## src/design/hppc_pkg.sv

```systemverilog
package hppc_pkg;

    localparam int MAX_PULSES_DEF  = 5;
    localparam int MAX_SAMPLES_DEF = 4096;
    localparam int SAMPLE_BITS_DEF = 16;

    // sample index wraps at 4096 whatever the record length
    localparam int INDEX_BITS = 12;

    localparam int UPPER_RESET = 262;
    localparam int LOWER_RESET = 147;

    // register indexes on the configuration port
    localparam int CFG_INDEX_BITS = 1;
    localparam logic [CFG_INDEX_BITS-1:0] CFG_UPPER = 1'b0;
    localparam logic [CFG_INDEX_BITS-1:0] CFG_LOWER = 1'b1;

endpackage

```

## src/design/hppc_trigger.sv

```systemverilog
module hppc_trigger #(
    parameter int MAX_PULSES  = hppc_pkg::MAX_PULSES_DEF,
    parameter int MAX_SAMPLES = hppc_pkg::MAX_SAMPLES_DEF,
    parameter int SAMPLE_BITS = hppc_pkg::SAMPLE_BITS_DEF,
    localparam int CW = $clog2(MAX_SAMPLES + 1),
    localparam int KW = (MAX_PULSES > 1) ? $clog2(MAX_PULSES) : 1,
    localparam int NW = $clog2(MAX_PULSES + 1),
    localparam int IW = hppc_pkg::INDEX_BITS
) (
    input  logic                                       aclk,
    input  logic                                       aresetn,
    input  logic                                       cfg_we,
    input  logic [hppc_pkg::CFG_INDEX_BITS-1:0]        cfg_index,
    input  logic [SAMPLE_BITS-1:0]                     cfg_wdata,
    input  logic                                       in_valid,
    output logic                                       in_ready,
    input  logic [SAMPLE_BITS-1:0]                     in_sample,
    input  logic                                       in_last,
    input  logic                                       busy,
    output logic                                       snap_load,
    output logic [CW-1:0]                              snap_total,
    output logic                                       snap_ovf,
    output logic [NW-1:0]                              snap_count,
    output logic [IW-1:0]                              snap_pos [MAX_PULSES],
    output logic [MAX_PULSES-1:0]                      snap_wr
);

    logic signed [SAMPLE_BITS-1:0] upper_reg, lower_reg;

    logic                          in_valid_reg, in_valid_next;
    logic signed [SAMPLE_BITS-1:0] sample_reg;
    logic                          last_reg;

    logic                          high_reg, high_next;
    logic [CW-1:0]                 total_reg, total_next;
    logic [IW-1:0]                 idx_reg;
    logic signed [SAMPLE_BITS-1:0] peak_reg, peak_next, peak_base;
    logic                          ovf_reg, ovf_next;
    logic [IW-1:0]                 pos_reg [MAX_PULSES];
    logic [IW-1:0]                 pos_next [MAX_PULSES];
    logic [MAX_PULSES-1:0]         wr_reg, wr_next;

    logic          advance, rise, fall, upd, slot_ok;
    logic [KW-1:0] slot;

    assign advance  = in_valid_reg && !(last_reg && busy);
    assign in_ready = !in_valid_reg || advance;

    always_comb begin
        in_valid_next = in_valid_reg;
        if (in_valid && in_ready) begin
            in_valid_next = 1'b1;
        end else if (advance) begin
            in_valid_next = 1'b0;
        end
    end

    assign rise = !high_reg && (sample_reg >= upper_reg);
    assign fall = high_reg && (sample_reg < lower_reg);

    always_comb begin
        high_next  = high_reg;
        total_next = total_reg;
        ovf_next   = ovf_reg;
        peak_base  = peak_reg;
        if (rise) begin
            high_next = 1'b1;
            if (int'(total_reg) >= MAX_PULSES) begin
                ovf_next = 1'b1;
            end
            if (int'(total_reg) < MAX_SAMPLES) begin
                total_next = total_reg + CW'(1);
            end
        end else if (fall) begin
            high_next = 1'b0;
            peak_base = '0;
        end
    end

    assign upd     = high_next && (peak_base < sample_reg);
    assign slot_ok = (total_next != '0) && (int'(total_next) <= MAX_PULSES);
    assign slot    = KW'(total_next - CW'(1));

    always_comb begin
        peak_next = upd ? sample_reg : peak_base;
        wr_next   = wr_reg;
        for (int i = 0; i < MAX_PULSES; i++) begin
            pos_next[i] = pos_reg[i];
        end
        if (upd && slot_ok) begin
            pos_next[slot] = idx_reg;
            wr_next[slot]  = 1'b1;
        end
    end

    assign snap_load  = advance && last_reg;
    assign snap_total = total_next;
    assign snap_ovf   = ovf_next;
    assign snap_pos   = pos_next;
    assign snap_wr    = wr_next;

    always_comb begin
        if (int'(total_next) < MAX_PULSES) begin
            snap_count = (total_next == '0) ? NW'(1) : NW'(total_next);
        end else begin
            snap_count = NW'(MAX_PULSES);
        end
    end

    always_ff @(posedge aclk) begin
        if (!aresetn) begin
            upper_reg    <= SAMPLE_BITS'(hppc_pkg::UPPER_RESET);
            lower_reg    <= SAMPLE_BITS'(hppc_pkg::LOWER_RESET);
            in_valid_reg <= 1'b0;
            high_reg     <= 1'b0;
            total_reg    <= '0;
            idx_reg      <= '0;
            peak_reg     <= '0;
            ovf_reg      <= 1'b0;
            wr_reg       <= '0;
        end else begin
            if (cfg_we) begin
                unique case (cfg_index)
                    hppc_pkg::CFG_UPPER: upper_reg <= cfg_wdata;
                    hppc_pkg::CFG_LOWER: lower_reg <= cfg_wdata;
                endcase
            end
            in_valid_reg <= in_valid_next;
            if (advance) begin
                if (last_reg) begin
                    high_reg  <= 1'b0;
                    total_reg <= '0;
                    idx_reg   <= '0;
                    peak_reg  <= '0;
                    ovf_reg   <= 1'b0;
                    wr_reg    <= '0;
                end else begin
                    high_reg  <= high_next;
                    total_reg <= total_next;
                    idx_reg   <= idx_reg + IW'(1);
                    peak_reg  <= peak_next;
                    ovf_reg   <= ovf_next;
                    wr_reg    <= wr_next;
                end
            end
        end
    end

    always_ff @(posedge aclk) begin
        if (in_valid && in_ready) begin
            sample_reg <= in_sample;
            last_reg   <= in_last;
        end
        if (advance) begin
            pos_reg <= pos_next;
        end
    end

endmodule

```

## src/design/hppc_emitter.sv

```systemverilog
module hppc_emitter #(
    parameter int MAX_PULSES  = hppc_pkg::MAX_PULSES_DEF,
    parameter int MAX_SAMPLES = hppc_pkg::MAX_SAMPLES_DEF,
    localparam int CW = $clog2(MAX_SAMPLES + 1),
    localparam int KW = (MAX_PULSES > 1) ? $clog2(MAX_PULSES) : 1,
    localparam int NW = $clog2(MAX_PULSES + 1),
    localparam int IW = hppc_pkg::INDEX_BITS
) (
    input  logic                  aclk,
    input  logic                  aresetn,
    input  logic                  snap_load,
    input  logic [CW-1:0]         snap_total,
    input  logic                  snap_ovf,
    input  logic [NW-1:0]         snap_count,
    input  logic [IW-1:0]         snap_pos [MAX_PULSES],
    input  logic [MAX_PULSES-1:0] snap_wr,
    output logic                  busy,
    output logic                  out_valid,
    input  logic                  out_ready,
    output logic [CW-1:0]         out_count,
    output logic [KW-1:0]         out_number,
    output logic [IW-1:0]         out_position,
    output logic                  out_pos_valid,
    output logic                  out_overflow,
    output logic                  out_last
);

    logic                  active_reg;
    logic [KW-1:0]         k_reg;
    logic [NW-1:0]         n_reg;
    logic [CW-1:0]         total_reg;
    logic                  ovf_reg;
    logic [IW-1:0]         pos_reg [MAX_PULSES];
    logic [MAX_PULSES-1:0] wr_reg;

    logic          valid_reg, valid_next;
    logic [CW-1:0] count_reg;
    logic [KW-1:0] number_reg;
    logic [IW-1:0] position_reg;
    logic          pos_valid_reg, overflow_reg, last_reg;

    logic load_out, final_one;

    assign busy      = active_reg;
    assign load_out  = active_reg && (!valid_reg || out_ready);
    assign final_one = (NW'(k_reg) == n_reg - NW'(1));

    always_comb begin
        valid_next = valid_reg;
        if (load_out) begin
            valid_next = 1'b1;
        end else if (out_ready) begin
            valid_next = 1'b0;
        end
    end

    always_ff @(posedge aclk) begin
        if (!aresetn) begin
            active_reg <= 1'b0;
            k_reg      <= '0;
            valid_reg  <= 1'b0;
        end else begin
            valid_reg <= valid_next;
            if (snap_load) begin
                active_reg <= 1'b1;
                k_reg      <= '0;
            end else if (load_out) begin
                if (final_one) begin
                    active_reg <= 1'b0;
                    k_reg      <= '0;
                end else begin
                    k_reg <= k_reg + KW'(1);
                end
            end
        end
    end

    always_ff @(posedge aclk) begin
        if (snap_load) begin
            n_reg     <= snap_count;
            total_reg <= snap_total;
            ovf_reg   <= snap_ovf;
            pos_reg   <= snap_pos;
            wr_reg    <= snap_wr;
        end
        if (load_out) begin
            count_reg     <= total_reg;
            number_reg    <= k_reg;
            position_reg  <= wr_reg[k_reg] ? pos_reg[k_reg] : '0;
            pos_valid_reg <= wr_reg[k_reg];
            overflow_reg  <= ovf_reg;
            last_reg      <= final_one;
        end
    end

    assign out_valid     = valid_reg;
    assign out_count     = count_reg;
    assign out_number    = number_reg;
    assign out_position  = position_reg;
    assign out_pos_valid = pos_valid_reg;
    assign out_overflow  = overflow_reg;
    assign out_last      = last_reg;

    a_no_overlap: assert property (@(posedge aclk) disable iff (!aresetn)
        snap_load |-> !active_reg)
        else $error("record loaded while previous one still draining");

    a_index_range: assert property (@(posedge aclk) disable iff (!aresetn)
        active_reg |-> (NW'(k_reg) < n_reg))
        else $error("result index beyond record size");

    a_count_nonzero: assert property (@(posedge aclk) disable iff (!aresetn)
        active_reg |-> (n_reg != '0))
        else $error("active record with no results");

    a_drain_done: assert property (@(posedge aclk) disable iff (!aresetn)
        (load_out && final_one) |=> !active_reg && valid_reg && last_reg)
        else $error("record did not close after final result");

endmodule

```

## src/design/hysteresis_pulse_peak_counter.sv

```systemverilog
// Hysteresis pulse counter with per-pulse peak position.
// Input stream s_*: one signed Q8.8 sample per transaction in s_tdata, s_tlast
// marks the final sample of a record. Output stream m_*: on a record end, one
// transaction per stored pulse (up to MAX_PULSES), or a single empty one when no
// pulse was stored; m_tlast marks the final result of the record.
// Thresholds are written through cfg_we/cfg_index/cfg_wdata; the user must do
// so only while idle, which is not enforced. Throughput: one sample per cycle
// unless stalled. The trigger stage registers each sample and updates the
// record state from it in the next cycle. A record end is snapshotted into
// the result sequencer, which then issues one result per cycle while m_tready
// allows; results leave through the snapshot and output registers. Samples of
// the next record keep flowing during that drain; only a second record end
// waits until the previous record's results have all been handed to the
// output register. Receiver stall: the output register holds its transaction,
// the sequencer waits, and the input side backs up once a pending record end
// meets it. Reset (aresetn low, synchronous): thresholds return to 262 and
// 147, the record state is cleared and both channels go empty.
module hysteresis_pulse_peak_counter #(
    parameter int MAX_PULSES  = hppc_pkg::MAX_PULSES_DEF,
    parameter int MAX_SAMPLES = hppc_pkg::MAX_SAMPLES_DEF,
    parameter int SAMPLE_BITS = hppc_pkg::SAMPLE_BITS_DEF,
    localparam int CW       = $clog2(MAX_SAMPLES + 1),
    localparam int KW       = (MAX_PULSES > 1) ? $clog2(MAX_PULSES) : 1,
    localparam int NW       = $clog2(MAX_PULSES + 1),
    localparam int IW       = hppc_pkg::INDEX_BITS,
    localparam int IN_W     = ((SAMPLE_BITS + 7) / 8) * 8,
    localparam int OUT_BITS = CW + KW + IW,
    localparam int OUT_W    = ((OUT_BITS + 7) / 8) * 8
) (
    input  logic                                aclk,
    input  logic                                aresetn,
    input  logic                                cfg_we,
    input  logic [hppc_pkg::CFG_INDEX_BITS-1:0] cfg_index,
    input  logic [SAMPLE_BITS-1:0]              cfg_wdata,
    input  logic                                s_tvalid,
    output logic                                s_tready,
    input  logic [IN_W-1:0]                     s_tdata,   // sample
    input  logic                                s_tlast,
    output logic                                m_tvalid,
    input  logic                                m_tready,
    output logic [OUT_W-1:0]                    m_tdata,   // pulse_count, pulse_number, peak_position
    output logic [1:0]                          m_tuser,   // position_valid, overflow
    output logic                                m_tlast
);

    logic                  busy, snap_load, snap_ovf;
    logic [CW-1:0]         snap_total;
    logic [NW-1:0]         snap_count;
    logic [IW-1:0]         snap_pos [MAX_PULSES];
    logic [MAX_PULSES-1:0] snap_wr;

    logic [CW-1:0] out_count;
    logic [KW-1:0] out_number;
    logic [IW-1:0] out_position;
    logic          out_pos_valid, out_overflow;

    hppc_trigger #(
        .MAX_PULSES  (MAX_PULSES),
        .MAX_SAMPLES (MAX_SAMPLES),
        .SAMPLE_BITS (SAMPLE_BITS)
    ) u_trigger (
        .aclk       (aclk),
        .aresetn    (aresetn),
        .cfg_we     (cfg_we),
        .cfg_index  (cfg_index),
        .cfg_wdata  (cfg_wdata),
        .in_valid   (s_tvalid),
        .in_ready   (s_tready),
        .in_sample  (s_tdata[SAMPLE_BITS-1:0]),
        .in_last    (s_tlast),
        .busy       (busy),
        .snap_load  (snap_load),
        .snap_total (snap_total),
        .snap_ovf   (snap_ovf),
        .snap_count (snap_count),
        .snap_pos   (snap_pos),
        .snap_wr    (snap_wr)
    );

    hppc_emitter #(
        .MAX_PULSES  (MAX_PULSES),
        .MAX_SAMPLES (MAX_SAMPLES)
    ) u_emitter (
        .aclk          (aclk),
        .aresetn       (aresetn),
        .snap_load     (snap_load),
        .snap_total    (snap_total),
        .snap_ovf      (snap_ovf),
        .snap_count    (snap_count),
        .snap_pos      (snap_pos),
        .snap_wr       (snap_wr),
        .busy          (busy),
        .out_valid     (m_tvalid),
        .out_ready     (m_tready),
        .out_count     (out_count),
        .out_number    (out_number),
        .out_position  (out_position),
        .out_pos_valid (out_pos_valid),
        .out_overflow  (out_overflow),
        .out_last      (m_tlast)
    );

    assign m_tdata = OUT_W'({out_position, out_number, out_count});
    assign m_tuser = {out_overflow, out_pos_valid};

endmodule
```

## config.mk

```make
export PLATFORM = sky130hd
export DESIGN_NAME = hysteresis_pulse_peak_counter
export DESIGN_NICKNAME = d
export VERILOG_FILES = /design/src/design/hppc_pkg.sv /design/src/design/hppc_trigger.sv /design/src/design/hppc_emitter.sv /design/src/design/hysteresis_pulse_peak_counter.sv
export SDC_FILE = /design/constraint.sdc
export NUM_CORES = 1
export LEC_CHECK = 0
export BUFFER_PORTS_ARGS = -buffer_cell sky130_fd_sc_hd__clkbuf_2
export CAP_MARGIN = 25
export CORE_ASPECT_RATIO = 0.8
export CORE_MARGIN = 2
export CORE_UTILIZATION = 60
export DETAILED_ROUTE_END_ITERATION = 16
export PLACE_DENSITY = 0.8
export SLEW_MARGIN = 20
export SYNTH_ARGS = -nofsm -noshare
export SYNTH_HDL_FRONTEND = slang
export SYNTH_SLANG_ARGS = --single-unit
```

## constraint.sdc

```tcl
create_clock -name aclk -period 13.82 [get_ports aclk]
set_input_delay 0.691 -clock aclk [delete_from_list [all_inputs] [get_ports aclk]]
set_output_delay 0.691 -clock aclk [all_outputs]
set_load 0.05 [all_outputs]
```

== Word level (Yosys, flattened, before mapping) ==
Cells that the tools add are included.
W data, S select, Z words.

* Add/subtract/negate cells: 5
* Order comparisons: 13
* Equality and inequality tests: 1
* Muxes and demuxes: 36
* Bitwise gates (word level): 6
* Reductions and logical operators: 29

{| class="wikitable"
|+ Operators with widths
! cell !! count
|-
| $mux W16 || 4
|-
| $bwmux W60 || 1
|-
| $mux W60 || 1
|-
| $mux W12 || 4
|-
| $mux W13 || 3
|-
| $bmux W12 S3 || 1
|-
| $demux W12 S3 || 1
|-
| $lt A16 B16 Y1 || 2
|-
| $ge A16 B16 Y1 || 1
|-
| $mux W1 || 15
|-
| $add A13 B1 Y13 const B || 1
|-
| $ge A13 B3 Y1 const B || 1
|-
| $le A13 B3 Y1 const B || 1
|-
| $logic_not A13 Y1 || 1
|-
| $lt A13 B13 Y1 const B || 1
|-
| $lt A13 B3 Y1 const B || 1
|-
| $reduce_bool A13 Y1 || 1
|-
| $add A12 B1 Y12 const B || 1
|-
| $logic_and A1 B1 Y1 || 12
|-
| $mux W5 || 2
|-
| $ge A4 B4 Y1 const B || 2
|-
| $lt A3 B4 Y1 const B || 2
|-
| $not A3 Y4 || 2
|-
| $reduce_bool A2 Y1 || 4
|-
| other kinds (14) || 25
|}

* Register bits after elaboration: 276
* Output and inout bits: 37
* Logic and storage cells: 125

== Logic depth before layout (Yosys ltp) ==
* Depth in word-level cells: 11
* Depth in mapped cells: 22
* Gate-level depth less buffers: 18

== Modules after synthesis ==
From an unflattened synthesis, not the netlist that was laid out.

* Cell total of the unflattened synthesis: 1047
* Area total of the unflattened synthesis: 12971.2 um2

{| class="wikitable"
|+ Modules (own cells, without submodules)
! module !! instances !! cells each !! area each (um2)
|-
| hppc_trigger || 1 || 816 || 8629.5
|-
| hppc_emitter || 1 || 224 || 4292.9
|-
| hysteresis_pulse_peak_counter || 1 || 7 || 48.8
|}

== Worst setup path before layout ==
No wires, ideal clock.

* Path type: register to register
* Start point: register u_trigger.sample_reg[6]
* End point: register u_emitter.pos_reg[39] (netlist bit), data pin
* Arrival time: 4943 ps
* Setup slack: 8615 ps
* Stages on the path, launching flop included: 22
* Buffers on the path: 4
* Path through: edfxtp_1 -> ha_1 -> a41oi_1 -> o21ai_0 -> a221oi_1 -> and3_1 -> o21a_1 -> clkbuf_1 -> clkbuf_1 -> nor2b_1 -> ha_1 -> a21oi_1 -> o21ai_0 -> a221oi_1 -> o21a_1 -> a31oi_1 -> nor3_1 -> nand4b_1 -> or4_1 -> buf_2 -> buf_6 -> mux2_4

{| class="wikitable"
|+ RTL lines
! item !! line !! source
|-
| from (decl) || hppc_trigger.sv:31 || <nowiki>logic signed [SAMPLE_BITS-1:0] sample_reg;</nowiki>
|-
| from (signal assigned) || hppc_trigger.sv:151 || <nowiki>sample_reg <= in_sample;</nowiki>
|-
| to (signal assigned) || hppc_emitter.sv:83 || <nowiki>pos_reg <= snap_pos;</nowiki>
|-
| to (decl) || hppc_emitter.sv:33 || <nowiki>logic [IW-1:0] pos_reg [MAX_PULSES];</nowiki>
|}

==> flow_summary_export.csv <==
group,metric,value,unit
power,pwr_density_cell,130.7,mW/mm^2
critical_path,critPathKind,"flop to flop",
critical_path,start_kind,"flop",
critical_path,r2r-start,"u_trigger.sample_reg[6]$_DFFE_PP_",
critical_path,cp_top_family,"compound AO/OA/AOI/OAI gates",
placed_design,place_inst,1300,
final_layout,layout_commonest_cell,"edfxtp_1",
sta,fin_crit,6373,ps
synth,async_flop_share,0,
placed_design,dp_hpwl,16390,um
hold_path,hp-class,"input pin to flop",
route,via_per_inst,5.906,
route,drt_iter0_drc,635,
hold_path,min_from,"s_tdata[3]",
sta,setup_viol,0,
critical_path,crit_fanout,21,
sta,fin_crit_sh,0.4611,
critical_path,crit_buf_inv,0,
cts,clockBufferDepth,3,
power,p_leak,5.432,nW
sta,finalHoldViolCount,0,
cts,cts_sinks,276,
die,core_area,0.02070,mm^2
sta,fin_skew,17.85,ps
route,dr.pass1.iters,6,
sta,fin_setup_tns,0,ps
cts,htree_levels,1,
die,num_rows,47,
final_layout,antenna_cells,0,
cts,numCtsBuffers,27,
sta,rsz0062_at_grt,"false",
final_layout,area_delta_synth_final,11.17,%
critical_path,r2r_cells,17,
synth,synth_edf_count,190,
cts,postCtsSetupRepairBufs,0,
run,cap_violations,0,
global_routing,grt_pass1_wl,40660,um
synth,ys_seq_elements,276,
global_routing,grt_use_met2,0.3435,
route,drc,0,
global_routing,grt_util_met1,0.3526,
die,dieHeight,133.8,um
sta,maxSlewViolCount,0,
synth,synth-seq-area-share,0.5880,
critical_path,cp.arrival,6650,ps
final_layout,multi_input_area,0.004722,mm^2
sta,clock.fmax,156.9,MHz
placed_design,numPortBuffers,71,
placed_design,dp_slack,7582,ps
final_layout,drive_gt1_frac,0.2035,
critical_path,required,14090,ps
synth,synth-main-ff-cell,"edfxtp_1",
cts,cts_resized,0,
synth,synthCells,1007,
global_routing,overflow,0,
synth,synth_cell_type_count,73,
die,initial_core_util,0.6103,
final_layout,mostFrequentLayoutCells,"edfxtp_1, nand2_1, dfxtp_1",
die,num_io_pins,76,
final_layout,layout.nets,1153,
cts,cts_tree,"done",
route,routed_wl,25740,um
power,ir_drop,0.09974,mV
critical_path,crit_path_max_incr_delay,970,ps
global_routing,track_usage,0.2281,
route,vias,7973,
run_status,status,"complete, no violations",
critical_path,path_cells,"ha_1 > a41oi_1 > o21ai_0 > a221oi_1 > and3_1 > o21a_1 > nor2b_1 > ha_1 > a21o_1 > a21o_1 > a221oi_1 > o21a_1 > a31oi_1 > nor3_1 > nand4b_1 > or4_1 > mux2_4",
sta,setup_slack,7447,ps
critical_path,end_kind,"flop",
final_layout,fill_cells,1443,
global_routing,grtUsageMet3,0.03718,
critical_path,worstReg2RegEnd,"u_emitter.pos_reg[50]$_DFFE_PP_",
synth,ys_warn_count,0,
cts,root_buffer,"clkbuf_16",
die,die_x,166.2,um
final_layout,area.sequential,0.007427,mm^2
global_routing,busiest_layer,"met1",
critical_path,r2r_setup_slack,7450,ps
global_routing,first_global_vias,7499,
cts,clkLatencyLatePin,540,ps
global_routing,grt_max_degree,84,
cts,path_clk_slew,60,ps
hold_path,hold_depth,1,
synth,avgSynthCellArea,12.54,um^2
sta,worstMarginPinSlew,1028,ps
hold_path,holdPathEnd,"u_trigger.sample_reg[3]$_DFFE_PP_",
final_layout,fin_cells,1350,
die,die_area,0.02224,mm^2
synth,syn_area,0.01263,mm^2
cts,cts_hold_buf,0,
route,wl_per_cell,19.07,um
placed_design,routabilityCongestion,0.8648,
global_routing,antenna_found_initial,0,
sta,slew_headroom,0.3138,
critical_path,slowest_stage,"or4_1",
route,postRouteAntennaNets,0,
## cells by family after synthesis
logic type	Yosys count	synth area share
AND/OR/NAND/NOR	283	0.1164
other	1	0.0002969
adder cells (fa/ha/maj)	53	0.05250
XOR/XNOR	30	0.02080
multiplexers	83	0.08994
AO/OA/AOI/OAI	161	0.09241
flip-flops	276	0.5880
buffers and inverters	120	0.03972
## per-stage QoR
step | total power [mW] | instance area, um^2 | util | hold slack [ps]
6_report | 1.836 | 14040 | 0.6784 | 331.0
5_1_grt | 1.896 | 14040 | 0.6784 | 318.5
4_1_cts | 1.843 | 14020 | 0.6771 | 319.7
3_3_place_gp | 1.121 | 13130 | 0.6344 | 400.6
2_1_floorplan | 1.084 | 12640 | - | 400.3
3_5_place_dp | 1.130 | 13140 | 0.6347 | 404.5
## final cells by class
| class | instances | share of cell area |
|---|---|---|
| sequential | 276 | 0.5289 |
| inverter | 61 | 0.01639 |
| multi-input combinational | 614 | 0.3362 |
| tap | 269 | 0.02397 |
| timing repair buffer | 81 | 0.03207 |
| clock inverter | 12 | 0.004989 |
| clock buffer | 37 | 0.05747 |
## synthesized netlist by cell type, types with 13 or more instances
cell,count,area share
nor2b_1,29,0.014
ha_1,53,0.052
mux2_4,18,0.021
dfxtp_1,86,0.14
nor2_1,43,0.013
edfxtp_1,190,0.45
and2_1,14,0.0069
o21ai_0,18,0.0071
a22o_1,16,0.011
clkbuf_1,39,0.012
a22oi_1,15,0.0089
nand3_1,14,0.0055
mux4_2,13,0.023
a21boi_0,31,0.018
nand2_1,103,0.031
mux2_2,39,0.035
a21oi_1,26,0.010
inv_1,60,0.018
xnor2_1,19,0.013
## where the power goes
group          total, mW  internal [mW]  switching (mW)  leakage (nW)
clock network      0.720          0.410           0.310         0.440
logic              0.176         0.0674           0.108          2.51
registers          0.940          0.924          0.0164          2.48
## worst max-delay path by stage
stage                     depth (start not counted)                              end                                from
after floorplan                                  21  u_emitter.pos_reg[39]$_DFFE_PP_   u_trigger.sample_reg[6]$_DFFE_PP_
after global placement                           17  u_emitter.pos_reg[30]$_DFFE_PP_  u_trigger.sample_reg[15]$_DFFE_PP_
after detailed placement                         17  u_emitter.pos_reg[52]$_DFFE_PP_   u_trigger.sample_reg[6]$_DFFE_PP_
after CTS                                        17  u_emitter.pos_reg[53]$_DFFE_PP_   u_trigger.sample_reg[6]$_DFFE_PP_
after global routing                             17  u_trigger.pos_reg[49]$_DFFE_PP_   u_trigger.sample_reg[6]$_DFFE_PP_
final                                            17  u_emitter.pos_reg[50]$_DFFE_PP_   u_trigger.sample_reg[6]$_DFFE_PP_
## metal layers
layer	part of all wire	routed length [um]
met2	0.44	11310
met1	0.48	12270
met3	0.067	1714
met4	0.018	452
met5	0	0
(Power assumes the default switching activity.)
